### src/gpm_pkg.sv
// Package of the green pixel classifier: widths, register codes and pipeline types.
`timescale 1ns / 1ps

package gpm_pkg;

  localparam int CHANNEL_BITS = 8;
  localparam int CHAN_MAX     = (1 << CHANNEL_BITS) - 1;

  // Divider operand widths: numerators stay below 2^(2C+1), denominators are 2*value.
  localparam int NUM_W      = 2 * CHANNEL_BITS + 1;
  localparam int DEN_W      = CHANNEL_BITS + 1;
  localparam int Q_W        = CHANNEL_BITS;
  localparam int DIV_STAGES = Q_W;
  localparam int QI_W       = $clog2(Q_W);

  // Hue numerator arithmetic, signed, wide enough for 150*max + sector offset.
  localparam int HNUM_W     = 2 * CHANNEL_BITS + 2;
  localparam int EXG_W      = CHANNEL_BITS + 3;
  localparam int DIF_W      = CHANNEL_BITS + 1;

  localparam int HUE_SIXTH  = 30;
  localparam int HUE_HALF   = 180;

  typedef logic [CHANNEL_BITS-1:0] chan_t;

  // Register indexes on the configuration port.
  typedef enum logic [2:0] {
    REG_EXG_LOW  = 3'd0,
    REG_EXG_HIGH = 3'd1,
    REG_HUE_LOW  = 3'd2,
    REG_HUE_HIGH = 3'd3,
    REG_SAT_LOW  = 3'd4,
    REG_SAT_HIGH = 3'd5,
    REG_VAL_LOW  = 3'd6,
    REG_VAL_HIGH = 3'd7
  } cfg_idx_e;

  localparam chan_t RST_EXG_LOW  = chan_t'(30);
  localparam chan_t RST_EXG_HIGH = chan_t'(250);
  localparam chan_t RST_HUE_LOW  = chan_t'(30);
  localparam chan_t RST_HUE_HIGH = chan_t'(90);
  localparam chan_t RST_SAT_LOW  = chan_t'(30);
  localparam chan_t RST_SAT_HIGH = chan_t'(255);
  localparam chan_t RST_VAL_LOW  = chan_t'(5);
  localparam chan_t RST_VAL_HIGH = chan_t'(200);

  // Hue sector: which channel holds the maximum.
  typedef enum logic [1:0] {
    SEC_RED   = 2'd0,
    SEC_GREEN = 2'd1,
    SEC_BLUE  = 2'd2
  } sector_e;

  typedef struct packed {
    chan_t exg_low;
    chan_t exg_high;
    chan_t hue_low;
    chan_t hue_high;
    chan_t sat_low;
    chan_t sat_high;
    chan_t val_low;
    chan_t val_high;
  } gpm_cfg_t;

  // Values that ride alongside the divider.
  typedef struct packed {
    chan_t exg;
    chan_t mx;
    logic  grey;
  } gpm_side_t;

  // One lane of the restoring divider.
  typedef struct packed {
    logic [NUM_W-1:0] rem;
    logic [DEN_W-1:0] den;
    logic [Q_W-1:0]   quo;
  } div_lane_t;

  typedef struct packed {
    div_lane_t sat;
    div_lane_t hue;
    gpm_side_t side;
  } div_st_t;

endpackage

### src/green_pixel_mask_classifier_top.sv
// Top level of the green plant pixel classifier: excess green, HSV and range mask.
//
//   channel   dir   width  contents (lowest bit first)
//   s_axis    in    24     blue, green, red
//   m_axis    out   40     plant, excess_green, hue, saturation, brightness, zero pad
//   cfg       in    3+8    register index, register value; no read-back
//
// One beat per cycle in and out while the output is not stalled; registered steps in order:
// min/max and excess green, hue/saturation numerators, eight divider stages (one quotient
// bit each), and the range-test output register. Each stage holds on a stall and refills
// its bubbles, so input keeps flowing while a result waits, until the pipeline is full.
// Reset loads the register defaults and empties the pipeline.
`timescale 1ns / 1ps

module green_pixel_mask_classifier_top
  import gpm_pkg::*;
(
  input  logic        clk_i,
  input  logic        rst_ni,
  input  logic        s_axis_tvalid,
  output logic        s_axis_tready,
  input  logic [23:0] s_axis_tdata,  // blue [7:0], green [15:8], red [23:16]
  output logic        m_axis_tvalid,
  input  logic        m_axis_tready,
  output logic [39:0] m_axis_tdata,  // plant [0], excess_green [8:1], hue [16:9],
                                     // saturation [24:17], brightness [32:25], zeros
  input  logic        cfg_we_i,
  input  logic [2:0]  cfg_idx_i,
  input  logic [7:0]  cfg_data_i
);

  gpm_cfg_t cfg_q;

  // Configuration registers
  always_ff @(posedge clk_i or negedge rst_ni) begin
    if (!rst_ni) begin
      cfg_q.exg_low  <= RST_EXG_LOW;
      cfg_q.exg_high <= RST_EXG_HIGH;
      cfg_q.hue_low  <= RST_HUE_LOW;
      cfg_q.hue_high <= RST_HUE_HIGH;
      cfg_q.sat_low  <= RST_SAT_LOW;
      cfg_q.sat_high <= RST_SAT_HIGH;
      cfg_q.val_low  <= RST_VAL_LOW;
      cfg_q.val_high <= RST_VAL_HIGH;
    end else if (cfg_we_i) begin
      unique case (cfg_idx_e'(cfg_idx_i))
        REG_EXG_LOW:  cfg_q.exg_low  <= cfg_data_i;
        REG_EXG_HIGH: cfg_q.exg_high <= cfg_data_i;
        REG_HUE_LOW:  cfg_q.hue_low  <= cfg_data_i;
        REG_HUE_HIGH: cfg_q.hue_high <= cfg_data_i;
        REG_SAT_LOW:  cfg_q.sat_low  <= cfg_data_i;
        REG_SAT_HIGH: cfg_q.sat_high <= cfg_data_i;
        REG_VAL_LOW:  cfg_q.val_low  <= cfg_data_i;
        REG_VAL_HIGH: cfg_q.val_high <= cfg_data_i;
        default: ;
      endcase
    end
  end

  // Stall chain, from the output back to the input
  logic rdy_a, rdy_b, rdy_c, div_ready, div_valid;
  logic a_vld_q, b_vld_q, c_vld_q;

  assign rdy_c         = !c_vld_q || m_axis_tready;
  assign rdy_b         = !b_vld_q || div_ready;
  assign rdy_a         = !a_vld_q || rdy_b;
  assign s_axis_tready = rdy_a;

  // Stage A: max, min, excess green, hue sector term
  chan_t                   px_b, px_g, px_r;
  chan_t                   mx_d, mn_d;
  chan_t                   exg_d;
  sector_e                 sec_d;
  logic signed [DIF_W-1:0] t_d;
  logic signed [EXG_W-1:0] e_raw;

  assign px_b = s_axis_tdata[7:0];
  assign px_g = s_axis_tdata[15:8];
  assign px_r = s_axis_tdata[23:16];

  always_comb begin
    mx_d = px_b;
    if (px_g > mx_d) mx_d = px_g;
    if (px_r > mx_d) mx_d = px_r;
    mn_d = px_b;
    if (px_g < mn_d) mn_d = px_g;
    if (px_r < mn_d) mn_d = px_r;

    e_raw = signed'(EXG_W'({px_g, 1'b0})) - signed'(EXG_W'(px_r)) - signed'(EXG_W'(px_b));
    if (e_raw < 0) begin
      exg_d = '0;
    end else if (e_raw > signed'(EXG_W'(CHAN_MAX))) begin
      exg_d = chan_t'(CHAN_MAX);
    end else begin
      exg_d = e_raw[CHANNEL_BITS-1:0];
    end

    // red wins ties, then green
    if (px_r == mx_d) begin
      sec_d = SEC_RED;
      t_d   = signed'(DIF_W'(px_g)) - signed'(DIF_W'(px_b));
    end else if (px_g == mx_d) begin
      sec_d = SEC_GREEN;
      t_d   = signed'(DIF_W'(px_b)) - signed'(DIF_W'(px_r));
    end else begin
      sec_d = SEC_BLUE;
      t_d   = signed'(DIF_W'(px_r)) - signed'(DIF_W'(px_g));
    end
  end

  chan_t                   a_mx_q, a_diff_q, a_exg_q;
  sector_e                 a_sec_q;
  logic signed [DIF_W-1:0] a_t_q;

  always_ff @(posedge clk_i or negedge rst_ni) begin
    if (!rst_ni) begin
      a_vld_q <= 1'b0;
    end else if (rdy_a) begin
      a_vld_q <= s_axis_tvalid;
    end
  end

  always_ff @(posedge clk_i) begin
    if (rdy_a && s_axis_tvalid) begin
      a_mx_q   <= mx_d;
      a_diff_q <= mx_d - mn_d;
      a_exg_q  <= exg_d;
      a_sec_q  <= sec_d;
      a_t_q    <= t_d;
    end
  end

  // Stage B: divider operands for hue and saturation
  logic signed [HNUM_W-1:0] h_term, h_off, h_num;
  div_st_t                  div_d, b_q, div_out;

  always_comb begin
    h_term = HNUM_W'(a_t_q) * signed'(HNUM_W'(HUE_SIXTH));
    unique case (a_sec_q)
      SEC_RED:   h_off = '0;
      SEC_GREEN: h_off = signed'(HNUM_W'(a_diff_q) * HNUM_W'(2 * HUE_SIXTH));
      SEC_BLUE:  h_off = signed'(HNUM_W'(a_diff_q) * HNUM_W'(4 * HUE_SIXTH));
      default:   h_off = '0;
    endcase
    h_num = h_term + h_off;
    if (h_num < 0) begin
      h_num = h_num + signed'(HNUM_W'(a_diff_q) * HNUM_W'(HUE_HALF));
    end

    // hue = (2*num + diff) / (2*diff), saturation = (510*diff + max) / (2*max)
    div_d.hue.rem  = {h_num[NUM_W-2:0], 1'b0} + NUM_W'(a_diff_q);
    div_d.hue.den  = {a_diff_q, 1'b0};
    div_d.hue.quo  = '0;
    div_d.sat.rem  = NUM_W'(a_diff_q) * NUM_W'(2 * CHAN_MAX) + NUM_W'(a_mx_q);
    div_d.sat.den  = {a_mx_q, 1'b0};
    div_d.sat.quo  = '0;
    div_d.side.exg  = a_exg_q;
    div_d.side.mx   = a_mx_q;
    div_d.side.grey = (a_diff_q == '0);
  end

  always_ff @(posedge clk_i or negedge rst_ni) begin
    if (!rst_ni) begin
      b_vld_q <= 1'b0;
    end else if (rdy_b) begin
      b_vld_q <= a_vld_q;
    end
  end

  always_ff @(posedge clk_i) begin
    if (rdy_b && a_vld_q) begin
      b_q <= div_d;
    end
  end

  // Divider pipeline
  gpm_div u_div (
    .clk_i   (clk_i),
    .rst_ni  (rst_ni),
    .valid_i (b_vld_q),
    .ready_o (div_ready),
    .data_i  (b_q),
    .valid_o (div_valid),
    .ready_i (rdy_c),
    .data_o  (div_out)
  );

  // Stage C: hue wrap, grey override, range tests
  chan_t hue_d, sat_d;
  logic  plant_d;

  always_comb begin
    if (div_out.side.grey || div_out.hue.quo >= Q_W'(HUE_HALF)) begin
      hue_d = '0;
    end else begin
      hue_d = div_out.hue.quo;
    end
    sat_d = div_out.side.grey ? '0 : div_out.sat.quo;

    plant_d = (div_out.side.exg >= cfg_q.exg_low) && (div_out.side.exg <= cfg_q.exg_high) &&
              (hue_d >= cfg_q.hue_low) && (hue_d <= cfg_q.hue_high) &&
              (sat_d >= cfg_q.sat_low) && (sat_d <= cfg_q.sat_high) &&
              (div_out.side.mx >= cfg_q.val_low) && (div_out.side.mx <= cfg_q.val_high);
  end

  logic  c_plant_q;
  chan_t c_exg_q, c_hue_q, c_sat_q, c_val_q;

  always_ff @(posedge clk_i or negedge rst_ni) begin
    if (!rst_ni) begin
      c_vld_q <= 1'b0;
    end else if (rdy_c) begin
      c_vld_q <= div_valid;
    end
  end

  always_ff @(posedge clk_i) begin
    if (rdy_c && div_valid) begin
      c_plant_q <= plant_d;
      c_exg_q   <= div_out.side.exg;
      c_hue_q   <= hue_d;
      c_sat_q   <= sat_d;
      c_val_q   <= div_out.side.mx;
    end
  end

  assign m_axis_tvalid = c_vld_q;
  assign m_axis_tdata  = {7'b0, c_val_q, c_sat_q, c_hue_q, c_exg_q, c_plant_q};

endmodule

### src/gpm_div.sv
// Pipelined restoring divider, two lanes in lockstep, one quotient bit per stage.
`timescale 1ns / 1ps

module gpm_div
  import gpm_pkg::*;
(
  input  logic    clk_i,
  input  logic    rst_ni,
  input  logic    valid_i,
  output logic    ready_o,
  input  div_st_t data_i,
  output logic    valid_o,
  input  logic    ready_i,
  output div_st_t data_o
);

  // One step: subtract the shifted divisor if it fits, set that quotient bit.
  function automatic div_lane_t div_step(div_lane_t l, logic [QI_W-1:0] sh);
    logic [NUM_W-1:0] dsh;
    div_lane_t        o;
    begin
      o   = l;
      dsh = NUM_W'(l.den) << sh;
      if (l.rem >= dsh) begin
        o.rem     = l.rem - dsh;
        o.quo[sh] = 1'b1;
      end
      return o;
    end
  endfunction

  div_st_t st_q   [DIV_STAGES];
  logic    vld_q  [DIV_STAGES];
  logic    rdy    [DIV_STAGES];

  for (genvar i = 0; i < DIV_STAGES; i++) begin : g_stage
    localparam logic [QI_W-1:0] SH = QI_W'(DIV_STAGES - 1 - i);

    div_st_t src;
    logic    src_vld;
    div_st_t nxt;

    if (i == 0) begin : g_first
      assign src     = data_i;
      assign src_vld = valid_i;
    end else begin : g_mid
      assign src     = st_q[i-1];
      assign src_vld = vld_q[i-1];
    end

    // Stage takes a beat when empty or when its successor moves.
    if (i == DIV_STAGES - 1) begin : g_last
      assign rdy[i] = !vld_q[i] || ready_i;
    end else begin : g_inner
      assign rdy[i] = !vld_q[i] || rdy[i+1];
    end

    always_comb begin
      nxt     = src;
      nxt.sat = div_step(src.sat, SH);
      nxt.hue = div_step(src.hue, SH);
    end

    always_ff @(posedge clk_i or negedge rst_ni) begin
      if (!rst_ni) begin
        vld_q[i] <= 1'b0;
      end else if (rdy[i]) begin
        vld_q[i] <= src_vld;
      end
    end

    always_ff @(posedge clk_i) begin
      if (rdy[i] && src_vld) begin
        st_q[i] <= nxt;
      end
    end
  end

  assign ready_o = rdy[0];
  assign valid_o = vld_q[DIV_STAGES-1];
  assign data_o  = st_q[DIV_STAGES-1];

endmodule

### config.mk
export PLATFORM = sky130hd
export DESIGN_NAME = green_pixel_mask_classifier_top
export DESIGN_NICKNAME = d
export VERILOG_FILES = /design/src/gpm_pkg.sv /design/src/green_pixel_mask_classifier_top.sv /design/src/gpm_div.sv
export SDC_FILE = /design/constraint.sdc
export NUM_CORES = 1
export LEC_CHECK = 0
export ABC_AREA = 1
export BUFFER_PORTS_ARGS = -buffer_cell sky130_fd_sc_hd__buf_2
export CELL_PAD_IN_SITES_DETAIL_PLACEMENT = 0
export CELL_PAD_IN_SITES_GLOBAL_PLACEMENT = 2
export CORE_MARGIN = 2
export CORE_UTILIZATION = 42
export DETAILED_ROUTE_END_ITERATION = 6
export PLACE_DENSITY_LB_ADDON = 0.1
export SLEW_MARGIN = 20
export SYNTH_ARGS = -nofsm -noshare
export SYNTH_HDL_FRONTEND = slang
export SYNTH_SLANG_ARGS = --single-unit
### constraint.sdc
create_clock -name clk_i -period 8.2 [get_ports clk_i]
set_input_delay 2.05 -clock clk_i [delete_from_list [all_inputs] [get_ports clk_i]]
set_output_delay 2.05 -clock clk_i [all_outputs]
set_load 0.005 [all_outputs]
==> flow_metrics.py <==
metrics = {
    "detailed_routing": {
        "ant_nets": 0,
        "vias_per_cell": 4.799,
        "drt_iter0_drc": 1163,
        "routedWlPerCell_um": 15.71,
        "drc": 0,
        "firstDrtPassIters": 5,
        "num_vias": 26336,
        "wl_um": 86230,
    },
    "sta": {
        "fin_crit_ns": 6.895,
        "rsz0062_at_grt": "no",
        "fmax_mhz": 145.0,
        "slew_headroom": 0.2769,
        "slew_viol_final": 0,
        "tns_ns": 0,
        "worst_pin_slew_ns": 1.057,
        "setup-violations-final": 0,
        "fin_crit_sh": 0.8409,
        "finalClockSkew_ns": 0.02554,
        "hold_viol": 0,
    },
    "yosys": {
        "synth_ff_type": "edfxtp_1",
        "synth.avg_cell_area_um2": 10.02,
        "muxShareOfSynthArea": 0.0005569,
        "synth_top_area_cell": "edfxtp_1",
        "ys_seq_area_frac": 0.4967,
        "async_flop_share": 0.1103,
        "yosys-top-cells-area": "edfxtp_1 (45%), ha_1 (12%), inv_1 (6.5%), nand2_1 (6.4%), fa_1 (4.0%)",
        "synth-xor-area-share": 0.05284,
        "synth_compound_area_frac": 0.08715,
        "yosysWarnings": 0,
        "synth_fa_ha_area_frac": 0.1604,
        "synth_cell_types": 58,
        "synth_top_family_by_area": "adder cells",
        "synthSimpleGateAreaFrac": 0.1311,
        "synth-edff-count": 605,
        "syn_inst": 4036,
        "synth-seq-cells": 680,
        "synth_area_um2": 40440,
        "synth_top_area_frac": 0.4492,
    },
    "clock_tree": {
        "cts-root-buf": "clkbuf_16",
        "cts_buffers": 75,
        "cts_tree": "built",
        "postCtsSetupBuffers": 0,
        "cts_resized": 0,
        "path_clk_slew_ns": 0.07,
        "ctsLongestPathBuffers": 3,
        "h-tree-depth": 3,
        "clk-insertion-delay-late_ns": 0.61,
        "cts_hold_buf": 0,
        "cts_sinks": 680,
    },
    "die": {
        "start_util": 0.4250,
        "die_width_um": 314.3,
        "ios": 82,
        "core_um2": 95150,
        "rows": 113,
        "dieArea_um2": 98790,
        "die_height_um": 314.3,
    },
    "worst_setup_path": {
        "crit_fanout": 14,
        "crit_path_max_incr_delay_ns": 0.70,
        "crit_path_end_kind": "flip-flop",
        "critPathKind": "flip-flop to flip-flop",
        "cp_top_family": "simple AND/OR/NAND/NOR gates",
        "required_ns": 8.55,
        "start_kind": "flip-flop",
        "cp.arrival_ns": 7.24,
        "r2r_setup_slack_ns": 1.31,
        "path_buf_inv": 4,
        "crit_top_cell": "nand2_1",
        "critPathSlowestCell": "edfxtp_1",
    },
    "worst_hold_path": {
        "hold_path.class": "flip-flop to flip-flop",
    },
    "final_layout": {
        "seq_area_um2": 20090,
        "multi_input_area_um2": 17540,
        "post-route-util": 0.4711,
        "drive_gt1_frac": 0.07009,
        "nets": 4675,
        "n_fill_cell": 9093,
        "area_delta_synth_final_pct": 10.83,
        "insertedDiodeCount": 0,
    },
    "run": {
        "cap_violations": 0,
    },
    "placed_design": {
        "gp_congestion": 0.8486,
        "dp_hpwl_um": 68110,
        "portBuffers": 74,
    },
    "global_routing": {
        "track_usage": 0.1800,
        "antenna_found_initial": 0,
        "grt-ovfl-total": 0,
        "grt_pass1_vias": 27132,
        "grt_pass1_wl_um": 141700,
        "grt_max_degree": 71,
    },
    "status": {
        "outcome": "finished clean",
    },
}
-- logic make-up (layout without fill, tap and decap cells) --
family          after synthesis  count (layout)
buf+inv                     745             926
xor+xnor                    244             244
other cells                   1               7
mux                           2               2
simple gates               1257            1257
compound gates              637             637
fa+ha+maj                   470             470
flops                       680             680
-- worst reg2reg max path, delay by kind of cell, from the launching register on --
family / cells / cell delay (ns)
buffers and inverters: 4 / 0.40
xor gates and xnor gates: 1 / 0.20
adders and majority gates: 5 / 1.98
AOI/OAI and AO/OA: 7 / 1.28
DFF: 1 / 0.70
and+or+nand+nor: 18 / 2.08
-- synthesized netlist by cell type (13+ instances only) --
master	count
dfrtp_1	40
nand4_1	28
nand3_1	161
fa_1	81
nor4_1	26
o21a_1	13
nor2_1	256
nand2_2	15
dfstp_2	35
inv_1	695
o21ai_0	247
clkbuf_1	25
nor3_1	40
a21oi_1	265
xnor2_1	79
edfxtp_1	605
o21bai_1	18
ha_1	389
xor2_1	165
a21o_1	13
a31oi_1	15
nand2_1	692
-- metrics by stage --
| step | std cells | hold slack, ns | setup slack (ns) | instance area (um^2) |
|---|---|---|---|---|
| global placement | 5352 | 0.4002 | 1.197 | 42350 |
| finish | 5488 | 0.4015 | 1.305 | 44830 |
| detailed placement | 5352 | 0.4045 | 1.151 | 42350 |
| global route | 5488 | 0.4125 | 0.4106 | 44830 |
| CTS | 5487 | 0.3973 | 1.206 | 44810 |
| floorplan | 4042 | 0.4003 | 1.989 | 40470 |
-- placed cells by master (no fill, tap or decap), drive strengths merged, types with 10 or more instances in the layout --
cell type / instances
a21oi: 265
xor2: 165
edfxtp: 605
fa: 81
nand4: 30
nand2: 708
nor2: 263
a31oi: 15
nor3: 40
o21bai: 18
dfrtp: 40
dfstp: 35
clkbuf: 100
nor4: 26
clkinv: 22
o21ai: 258
a21o: 13
buf: 94
xnor2: 79
nand3: 164
or2: 12
nand3b: 10
o21a: 13
ha: 389
inv: 699
-- registers in the layout, summed over array words and instances (netlist names), 2 cells and up --
| signal | cells |
|---|---|
| a_sec_q | 2 |
| u_div.g_stage.src_vld | 7 |
| a_diff_q | 8 |
| cfg_q | 64 |
| c_sat_q | 8 |
| a_t_q | 9 |
| c_val_q | 8 |
| c_exg_q | 8 |
| b_q | 56 |
| a_exg_q | 8 |
| a_mx_q | 8 |
| u_div.st_q | 481 |
| c_hue_q | 8 |
-- final cells by class --
cell class,instances,area share
clock buffers,100,0.04631
clock inverters,35,0.008541
inverters,697,0.05837
multi-input cells,2617,0.3914
flip-flops and latches,680,0.4481
well taps,1265,0.03531
repair buffers,94,0.01195
-- per-layer routing --
metal / vias up / share of wire / GRT usage
met5: - / 0 / 0
met4: 0 / 0.027 / 0.05763
met3: 122 / 0.028 / 0.02108
met2: 300 / 0.50 / 0.3227
met1: 12085 / 0.45 / 0.2256
li1: 13829 / - / -
-- path summary, 6_finish.rpt --
| check | start | end | depth (start not counted) |
|---|---|---|---|
| worst max register to register | a_diff_q[3] | b_q[49] | 35 |
| worst min register to register | u_div.st_q[0][179] | u_div.st_q[0][264] | 0 |
| max in group asynchronous | rst_ni | u_div.g_stage[4].src_vld | 2 |
| worst max-delay path | a_diff_q[3] | b_q[49] | 35 |
| min in group asynchronous | rst_ni | cfg_q[2] | 1 |
| worst min-delay path | u_div.st_q[0][179] | u_div.st_q[0][264] | 0 |
Power is not shown: default switching activity piles up to over one toggle a cycle in this logic, so the estimate is an artifact.
